## src/hw/rtl/gf13_pkg.sv

```systemverilog
`timescale 1ns / 1ps
`default_nettype none

package gf13_pkg;

    localparam int FIELD_BITS = 13;
    localparam int DIVSTEPS   = 2 * FIELD_BITS - 1;

    localparam logic [15:0] FIELD_POLY = 16'h201b;
    localparam logic [13:0] R_SEED     = 14'h2000;
    localparam logic signed [5:0] DELTA_SEED = 6'sd1;

    typedef enum logic [1:0] {
        OP_MUL = 2'd0,
        OP_SQR = 2'd1,
        OP_INV = 2'd2,
        OP_DIV = 2'd3
    } op_t;

    typedef struct packed {
        op_t                op;
        logic [12:0]        a;
        logic [12:0]        b;
        logic [15:0]        f;
        logic [15:0]        g;
        logic [13:0]        r;
        logic [13:0]        v;
        logic signed [5:0]  delta;
    } stage_t;

endpackage

`default_nettype wire

```

## src/hw/rtl/gf13_divstep_cell.sv

```systemverilog
`timescale 1ns / 1ps
`default_nettype none

module gf13_divstep_cell
(
    input  wire logic            clk,
    input  wire logic            rst_n,
    input  wire logic            in_valid,
    input  wire gf13_pkg::stage_t in_stage,
    output logic                 out_valid,
    output gf13_pkg::stage_t     out_stage
);

    logic             valid_reg;
    gf13_pkg::stage_t stage_reg;
    gf13_pkg::stage_t stage_next;

    logic        g0;
    logic        swap;
    logic [15:0] g1;
    logic [13:0] v1;

    always_comb
    begin
        g0   = in_stage.g[13];
        swap = g0 && !in_stage.delta[5] && (in_stage.delta != 6'sd0);
        g1   = g0 ? (in_stage.g ^ in_stage.f) : in_stage.g;
        v1   = swap ? in_stage.r : in_stage.v;

        stage_next       = in_stage;
        stage_next.delta = swap ? (6'sd1 - in_stage.delta) : (in_stage.delta + 6'sd1);
        stage_next.r     = g0 ? (in_stage.r ^ in_stage.v) : in_stage.r;
        stage_next.f     = swap ? in_stage.g : in_stage.f;
        stage_next.g     = {g1[14:0], 1'b0};
        stage_next.v     = {1'b0, v1[13:1]};
    end

    always_ff @(posedge clk or negedge rst_n)
    begin
        if (!rst_n)
        begin
            valid_reg <= 1'b0;
        end
        else
        begin
            valid_reg <= in_valid;
        end
    end

    always_ff @(posedge clk)
    begin
        stage_reg <= stage_next;
    end

    assign out_valid = valid_reg;
    assign out_stage = stage_reg;

endmodule

`default_nettype wire

```

## src/hw/rtl/gf13_mul_cell.sv

```systemverilog
`timescale 1ns / 1ps
`default_nettype none

module gf13_mul_cell
(
    input  wire logic             clk,
    input  wire logic             rst_n,
    input  wire logic             in_valid,
    input  wire gf13_pkg::stage_t in_stage,
    output logic                  out_valid,
    output logic [12:0]           out_result
);

    logic        valid_reg;
    logic [12:0] result_reg;
    logic [12:0] result_next;

    logic [12:0] x;
    logic [12:0] y;
    logic [24:0] prod;
    logic [15:0] hi;
    logic [15:0] t;
    logic [12:0] hi2;
    logic [12:0] reduced;

    always_comb
    begin
        x = in_stage.a;
        unique case (in_stage.op)
            gf13_pkg::OP_MUL: y = in_stage.b;
            gf13_pkg::OP_SQR: y = in_stage.a;
            gf13_pkg::OP_INV: y = in_stage.v[12:0];
            gf13_pkg::OP_DIV: y = in_stage.v[12:0];
            default:          y = in_stage.v[12:0];
        endcase

        prod = 25'd0;
        for (int i = 0; i < 13; i++)
        begin
            if (y[i])
            begin
                prod = prod ^ ({12'd0, x} << i);
            end
        end

        hi      = {4'd0, prod[24:13]};
        t       = {3'd0, prod[12:0]} ^ hi ^ (hi << 1) ^ (hi << 3) ^ (hi << 4);
        hi2     = {10'd0, t[15:13]};
        reduced = t[12:0] ^ hi2 ^ (hi2 << 1) ^ (hi2 << 3) ^ (hi2 << 4);

        if (in_stage.op == gf13_pkg::OP_INV)
        begin
            result_next = in_stage.v[12:0];
        end
        else
        begin
            result_next = reduced;
        end
    end

    always_ff @(posedge clk or negedge rst_n)
    begin
        if (!rst_n)
        begin
            valid_reg <= 1'b0;
        end
        else
        begin
            valid_reg <= in_valid;
        end
    end

    always_ff @(posedge clk)
    begin
        result_reg <= result_next;
    end

    assign out_valid  = valid_reg;
    assign out_result = result_reg;

endmodule

`default_nettype wire

```

## src/hw/rtl/gf2_13_field_alu.sv

```systemverilog
`timescale 1ns / 1ps
`default_nettype none

// GF(2^13) arithmetic unit, polynomial x^13 + x^4 + x^3 + x + 1.
// Command channel: a word (operation, operand_a, operand_b) is taken at
// every rising edge with start high and busy low. busy is held low, so a
// new word may be given in every cycle.
// Operations: multiply a*b, square a, inverse of b, divide a by b. The
// inverse and quotient of a zero divisor are zero.
// Result channel: done and result are registered in the last of a chain
// of stages (an input register, 25 division-step cells in a row, then one
// multiply cell). Every operation takes the same path, so results leave
// in the order words arrived.
// Throughput: one word per cycle; the input register, the divstep chain
// and the multiply cell hold up to 27 words in flight.
// Reset (rst_n low) clears all valid flags; words in flight are dropped
// and done stays low until new words reach the end of the chain.
// The receiver cannot stall: each result is present for one cycle only.
module gf2_13_field_alu_core
(
    input  wire logic        clk,
    input  wire logic        rst_n,
    input  wire logic        start,
    output logic             busy,
    input  wire logic [1:0]  operation,
    input  wire logic [12:0] operand_a,
    input  wire logic [12:0] operand_b,
    output logic             done,
    output logic [12:0]      result
);

    localparam int LATENCY = gf13_pkg::DIVSTEPS + 2;

    logic             chain_valid [0:gf13_pkg::DIVSTEPS];
    gf13_pkg::stage_t chain_stage [0:gf13_pkg::DIVSTEPS];

    logic             seed_valid_reg;
    gf13_pkg::stage_t seed_reg;
    gf13_pkg::stage_t seed_next;

    assign busy = 1'b0;

    always_comb
    begin
        seed_next.op    = gf13_pkg::op_t'(operation);
        seed_next.a     = operand_a;
        seed_next.b     = operand_b;
        seed_next.f     = gf13_pkg::FIELD_POLY;
        seed_next.g     = {2'b00, operand_b, 1'b0};
        seed_next.r     = gf13_pkg::R_SEED;
        seed_next.v     = 14'd0;
        seed_next.delta = gf13_pkg::DELTA_SEED;
    end

    always_ff @(posedge clk or negedge rst_n)
    begin
        if (!rst_n)
        begin
            seed_valid_reg <= 1'b0;
        end
        else
        begin
            seed_valid_reg <= start && !busy;
        end
    end

    always_ff @(posedge clk)
    begin
        seed_reg <= seed_next;
    end

    assign chain_valid[0] = seed_valid_reg;
    assign chain_stage[0] = seed_reg;

    for (genvar i = 0; i < gf13_pkg::DIVSTEPS; i++)
    begin : g_cell
        gf13_divstep_cell u_cell
        (
            .clk       (clk),
            .rst_n     (rst_n),
            .in_valid  (chain_valid[i]),
            .in_stage  (chain_stage[i]),
            .out_valid (chain_valid[i + 1]),
            .out_stage (chain_stage[i + 1])
        );
    end

    gf13_mul_cell u_mul
    (
        .clk        (clk),
        .rst_n      (rst_n),
        .in_valid   (chain_valid[gf13_pkg::DIVSTEPS]),
        .in_stage   (chain_stage[gf13_pkg::DIVSTEPS]),
        .out_valid  (done),
        .out_result (result)
    );

`ifndef SYNTHESIS
    a_done_follows_start : assert property (@(posedge clk) disable iff (!rst_n)
        done |-> $past(start, LATENCY))
        else $error("done without a word taken earlier");

    a_start_gives_done : assert property (@(posedge clk) disable iff (!rst_n)
        start |-> ##LATENCY done)
        else $error("word taken but no result");

    a_zero_divisor : assert property (@(posedge clk) disable iff (!rst_n)
        (start && operand_b == 13'd0
            && (operation == gf13_pkg::OP_INV || operation == gf13_pkg::OP_DIV))
        |-> ##LATENCY (result == 13'd0))
        else $error("zero divisor gave non-zero result");
`endif

endmodule

`default_nettype wire

```

## config.mk

```make
export PLATFORM = sky130hd
export DESIGN_NAME = gf2_13_field_alu_core
export DESIGN_NICKNAME = d
export VERILOG_FILES = /design/src/hw/rtl/gf13_pkg.sv /design/src/hw/rtl/gf13_divstep_cell.sv /design/src/hw/rtl/gf13_mul_cell.sv /design/src/hw/rtl/gf2_13_field_alu.sv
export SDC_FILE = /design/constraint.sdc
export NUM_CORES = 2
export LEC_CHECK = 0
export BUFFER_PORTS_ARGS = -buffer_cell sky130_fd_sc_hd__buf_2
export CAP_MARGIN = 10
export CORE_MARGIN = 3
export CORE_UTILIZATION = 35
export DETAILED_ROUTE_END_ITERATION = 10
export GPL_TIMING_DRIVEN = 0
export MAX_ROUTING_LAYER = met4
export SETUP_SLACK_MARGIN = 0.05
export SYNTH_ARGS = -nofsm -noshare
export SYNTH_HDL_FRONTEND = slang
export SYNTH_SLANG_ARGS = --single-unit
```

## constraint.sdc

```tcl
create_clock -name clk -period 3.4 [get_ports clk]
set_input_delay 0 -clock clk [delete_from_list [all_inputs] [get_ports clk]]
set_output_delay 0 -clock clk [all_outputs]
set_load 0.02 [all_outputs]
```

# After elaboration in Yosys (flattened, before gate mapping)

Index checks and enable logic that the tools add are counted.

Logic and storage cells: 640
Output and inout bits: 15
Bits in registers: 2168

Muxes and demuxes: 132
Add/sub/neg operators: 46
Reduce and logical (&&, ||, !) cells: 98
Equality and inequality tests: 3
Bitwise operators: 66

Operators with widths:

| kind                                                               | count |
|---|---|
| 13-bit two-way mux                                                 | 71 |
| 14-bit two-way mux                                                 | 23 |
| 14-bit by 13-bit bitwise XOR with 14-bit output                    | 22 |
| 25-bit two-way mux                                                 | 12 |
| 13-bit bitwise XOR                                                 | 23 |
| 6-bit nonzero test                                                 | 24 |
| 6-bit by 2-bit adder with 6-bit output (second input constant)     | 23 |
| 6-bit two-way mux                                                  | 23 |
| 2-bit by 6-bit subtractor with 6-bit output (first input constant) | 23 |
| 1-bit logical AND                                                  | 48 |
| 13-bit one-hot mux with 3 select lines                             | 1 |
| 25-bit by 15-bit bitwise XOR with 25-bit output                    | 1 |
| 25-bit by 16-bit bitwise XOR with 25-bit output                    | 1 |
| 25-bit by 17-bit bitwise XOR with 25-bit output                    | 1 |
| 25-bit by 18-bit bitwise XOR with 25-bit output                    | 1 |
| 25-bit by 19-bit bitwise XOR with 25-bit output                    | 1 |
| 25-bit by 20-bit bitwise XOR with 25-bit output                    | 1 |
| 25-bit by 21-bit bitwise XOR with 25-bit output                    | 1 |
| 25-bit by 22-bit bitwise XOR with 25-bit output                    | 1 |
| 25-bit by 23-bit bitwise XOR with 25-bit output                    | 1 |
| 25-bit by 24-bit bitwise XOR with 25-bit output                    | 1 |
| 25-bit bitwise XOR                                                 | 1 |
| 1-bit logical NOT                                                  | 24 |
| 16-bit by 13-bit bitwise XOR with 16-bit output                    | 1 |
| 15 further kinds                                                   | 16 |

# Depth between registers and ports, before layout

Word-level depth: 37
Mapped depth: 14
Gate-level depth less buffers: 9

# Cells and area by module

Synthesis repeated with hierarchy kept, for this count alone.

Cells, all modules: 6148
Area, all modules: 76729.8 um^2

By module, submodules not included:

| module                | cells each | seq. area each (um^2) | instances | area an instance (um^2) |
|---|---|---|---|---|
| gf13_divstep_cell     | 226        | 1866.8                | 25        | 2889.0 |
| gf13_mul_cell         | 466        | 285.3                 | 1         | 3903.7 |
| gf2_13_field_alu_core | 32         | 585.6                 | 1         | 600.6 |

# Worst setup path before layout

Ideal clock, no wire load.

Kind: reg-to-reg
Start point: reg g_cell[24].u_cell.stage_reg, in the netlist g_cell[24].u_cell.out_stage[92]
End point: reg u_mul.result_reg[1], in the netlist u_mul.out_result[1]
Arrival time: 2.663 ns
Setup slack: 0.604 ns
Library setup time: 0.133 ns
Period minus slack after synthesis: 2.796 ns
Stages on the path, launching flop included: 12
Required time: 3.267 ns
Cells stage by stage: dfxtp_1 buf_6 buf_6 mux2_2 o211ai_1 xnor2_1 xnor3_1 xnor3_1 xnor3_1 xnor2_2 xnor2_1 a21oi_1

Longest elaborated chain between the ends: 37
Elaborated cells on any way between the ends: 40

RTL lines:

| what                                            | line                                     | text |
|---|---|---|
| from (decl)                                     | gf13_divstep_cell.sv:15                  | `gf13_pkg::stage_t stage_reg;` |
| from (signal assigned)                          | gf13_divstep_cell.sv:52                  | `stage_reg <= stage_next;` |
| 2-bit == test (on tied branches)                | gf13_mul_cell.sv:29, gf13_mul_cell.sv:51 |  |
| 2-bit OR reduction (no source line)             | n/a                                      |  |
| 13-bit one-hot mux with 3 select lines          | gf13_mul_cell.sv:29                      | `unique case (in_stage.op)` |
| 13-bit two-way mux                              | gf13_mul_cell.sv:40                      | `if (y[i])` |
| 13-bit by 14-bit bitwise XOR with 14-bit output | gf13_mul_cell.sv:42                      | `prod = prod ^ ({12'd0, x} << i);` |
| 25-bit two-way mux                              | gf13_mul_cell.sv:40                      |  |
| 25-bit by 15-bit bitwise XOR with 25-bit output | gf13_mul_cell.sv:42                      |  |
| 25-bit two-way mux                              | gf13_mul_cell.sv:40                      |  |
| [22 not listed]                                 | n/a                                      |  |
| 16-bit by 15-bit bitwise XOR with 16-bit output | gf13_mul_cell.sv:47                      | `t = {3'd0, prod[12:0]} ^ hi ^ (hi << 1) ^ (hi << 3) ^ (hi << 4);` |
| 16-bit bitwise XOR                              | gf13_mul_cell.sv:47                      |  |
| 13-bit by 3-bit bitwise XOR with 13-bit output  | gf13_mul_cell.sv:49                      | `reduced = t[12:0] ^ hi2 ^ (hi2 << 1) ^ (hi2 << 3) ^ (hi2 << 4);` |
| 13-bit by 4-bit bitwise XOR with 13-bit output  | gf13_mul_cell.sv:49                      |  |
| 13-bit by 6-bit bitwise XOR with 13-bit output  | gf13_mul_cell.sv:49                      |  |
| 13-bit by 7-bit bitwise XOR with 13-bit output  | gf13_mul_cell.sv:49                      |  |
| 13-bit two-way mux (*)                          | gf13_mul_cell.sv:51                      | `if (in_stage.op == gf13_pkg::OP_INV)` |
| via u_mul.result_next[1]                        | gf13_mul_cell.sv:16                      | `logic [12:0] result_next;` |
| to (signal assigned)                            | gf13_mul_cell.sv:75                      | `result_reg <= result_next;` |
| to (decl)                                       | gf13_mul_cell.sv:15                      | `logic [12:0] result_reg;` |

Mark *: on every way through the listed nets, which the timed path passes. The rest lies on a longest branch.
A chain may end at the register's enable or synchronous reset.

# Worst setup path after layout

Start point: reg g_cell[24].u_cell.stage_reg, in the netlist g_cell[24].u_cell.out_stage[93]
End point: reg u_mul.result_reg[4], in the netlist u_mul.out_result[4]

The elaborated chain is that of the path after synthesis.

==> impl_metrics.yaml <==
drt:
  routed_wire_length_per_instance_um: 12.6
  dr.pass1.iters: 5
  drt-initial-drc-count: 741
  detailroute.via_count: 25000
  route.antenna.remaining_nets: 0
  route.detailed.drc: 0
  post_detailed_route_via_to_cell_ratio: 3.99
  drt-total-wl_um: 78600
floorplan:
  floorplan.die.width_um: 389
  start_util_pct: 35.5
  placementRows: 139
  die_area_mm2: 0.151
  placeableCoreArea_mm2: 0.145
  fp.dieH_um: 389
  io_pins: 46
placed_design:
  dp.cells: 5899
  place_worst_setup_slack_ns: -0.335
  routabilityCongestion: 0.767
  dpl.hpwl_um: 54800
  io_buffer_count: 44
layout:
  final_common_cell: "dfxtp_1"
  largest_register_ffs: 1696
  antenna_cells: 0
  drive_above_1_share_pct: 17.2
  most-common-layout-cells: "1,736 x dfxtp_1, 590 x nand2_1, 548 x xnor2_1, 407 x mux2_2, 172 x clkbuf_16"
  nNetsFinal: 4297
  layout.cells.non_filler: 6258
  synthToLayoutAreaGrowth_pct: 17.5
  fill_cells: 13300
critical_path:
  path_cells: "buf_2 > buf_6 > o21a_1 > nand2_1 > xnor3_1 > xnor3_1 > xnor3_1 > xnor2_2 > xnor2_1 > a21oi_1"
  path_buf_inv: 2
  critPathMaxStageDelay_ns: 0.59
  timing.critical_path.fanout_max: 10
  cpMaxStageDelayCell: "xnor3_1"
  cp_top_family: "XOR/XNOR gates"
  timing.critical_path.to_type: "flop"
  worst_path_most_repeated_cell: "xnor3_1"
  arrival_ns: 3.95
  timing.critical_path.required_ns: 4.01
  worst-setup-path-type: "reg2reg"
  cp-start-kind: "flop"
global_routing:
  first_global_vias: 25500
  gr-usage-all-layers_pct: 10.9
  largest_net_degree_at_the_start_of_global_routing: 28
  antenna_found_initial: 2
  wire_length_of_the_first_global_routing_pass_um: 130000
  gr-total-overflow: 0
clock_network:
  cts-root-buf: "clkbuf_16"
  clkSinkCount: 1764
  clkTransAtPathRegs_ns: 0.06
  numCtsBuffers: 171
  insertion_delay_ns: 0.79
  cts_buffer_depth: 3
  htreeDepth: 4
  cts_tree: "done"
timing:
  finalSetupViolCount: 0
  worst_slew_margin_rel_pct: 37.7
  rsz0062_at_grt: "yes"
  achievable-frequency_mhz: 299
  largest_clock_skew_in_the_final_design_ns: 0.0620
  slew_viol_final: 0
  max_slew.worst_pin.slew_ns: 0.931
  report.final.hold_viol_count: 0
  final_min_period_over_clock_period_pct: 98.4
  fin_ws_ns: 0.0528
  fin_crit_ns: 3.35
logic_synthesis:
  yosysWarnings: 0
  mappedNetlistArea_mm2: 0.0513
  post_synth_inst_count: 3952
  mappedNetlistNets: 4017
  synth.ff_latch_count: 1764
  syn_area_per_cell_um2: 13.0
  synthDistinctLibCells: 42
  ys_seq_area_share_pct: 69.1
power:
  power_per_cell_area_mw_per_mm2: 1030
  power.static_leakage_nw: 24.2
  peak_supply_drop_v: 0.000456
worst_hold_path:
  min-delay-path-class: "in2async"
outcome:
  status: "finished, final reports clean"
job:
  cap_violations: 0
## what timing repair did
action                     in CTS  in global routing
hold buffers                   61                  0
setup endpoints to repair      12                 13
resized for setup               5                  9
hold endpoints to repair       56                  0
buffers inserted                0                  3
gates cloned                    0                  0
pin swaps                       0                  1
## synth_stat cells, drive strengths merged
cell type | instances | area (µm²)
o31ai | 10 | 75.1
nor2b | 34 | 213
o211ai | 31 | 233
o22ai | 1 | 6.26
nor3 | 3 | 15.0
xnor2 | 551 | 4830
dfxtp | 1737 | 34800
nor4 | 1 | 6.26
buf | 32 | 185
o311ai | 8 | 70.1
ha | 34 | 425
mux2 | 412 | 4650
o21ai | 44 | 220
a32oi | 1 | 8.76
a311oi | 1 | 8.76
and2 | 34 | 213
nand2b | 37 | 231
o21a | 12 | 90.1
xor2 | 45 | 402
mux2i | 2 | 20.0
conb | 1 | 3.75
a22oi | 1 | 7.51
inv | 57 | 214
nor2 | 32 | 120
clkbuf | 108 | 405
a21o | 8 | 60.1
nand3 | 11 | 55.1
xnor3 | 25 | 564
nand2 | 592 | 2230
a21oi | 58 | 290
o41ai | 1 | 8.76
or2 | 1 | 6.26
dfrtp | 27 | 676
## metrics by stage
step	setup TNS [ns]	util, %	total power [mW]	hold WS (ns)	area [µm²]
finish	0	41.7	61.8	0.252	60300
CTS	0	41.7	62.9	0.145	60200
detailed placement	-1.52	37.3	44.1	0.0332	53900
global placement	-2.69	37.3	44.0	0.0140	53900
global route	-0.0535	41.7	65.6	0.215	60300
floorplan	0	-	40.5	-0.296	51300
## worst min-delay path, stage by stage
cell,delay [ns]
dlygate4sd3_1,0.53
dlygate4sd3_1,0.53
buf_2,0.12
buf_12,0.18
## layout make-up
type	count	area [µm²]	share of cell area [%]
tap	1903	2380	3.95
buffer	139	596	0.988
clock buffer	246	4920	8.17
clock inverter	50	757	1.26
timing repair buffer	108	863	1.43
sequential	1764	35500	58.8
multi-input combinational	1991	15100	25.0
inverter	57	214	0.355
## where the power goes
group	internal [mW]	switching [mW]
sequential	26.7	3.06
clock	10.6	7.65
combinational	7.51	6.27
## kinds of logic (layout without fill, tap and decap cells)
logic type | after synthesis | count (layout) | share of synthesized area [%]
buf+inv | 197 | 600 | 1.57
other cells | 1 | 1 | 0.00731
flops | 1764 | 1764 | 69.1
compound gates | 176 | 176 | 2.10
xor+xnor | 621 | 621 | 11.3
simple gates | 745 | 745 | 6.01
fa+ha+maj | 34 | 34 | 0.829
mux | 414 | 414 | 9.11
## final timing paths
| check | startpoint | depth (start not counted) | slack, ns | to |
|---|---|---|---|---|
| worst min register to register | g_cell[5].u_cell.out_stage[73] | 0 | 0.27 | g_cell[6].u_cell.out_stage[73] |
| worst min-delay path | rst_n | 4 | 0.25 | g_cell[0].u_cell.out_valid |
| worst max register to register | g_cell[24].u_cell.out_stage[93] | 10 | 0.05 | u_mul.out_result[4] |
| min in group clk | g_cell[5].u_cell.out_stage[73] | 0 | 0.27 | g_cell[6].u_cell.out_stage[73] |
| max in group asynchronous | rst_n | 4 | 2.97 | g_cell[24].u_cell.out_valid |
| worst max-delay path | g_cell[24].u_cell.out_stage[93] | 10 | 0.05 | u_mul.out_result[4] |
## per-layer routing
metal  part of all wire, %  GRT usage, %  wire (µm)  vias up
li1                      -             -          -    13200
met1                    41          11.5      32600    11300
met2                    51          19.4      40200      317
met4                   3.3          4.55       2600        0
met3                   4.0          2.78       3160      184
met5                     0             -          0        -
Power figures use the tool's default switching activity.
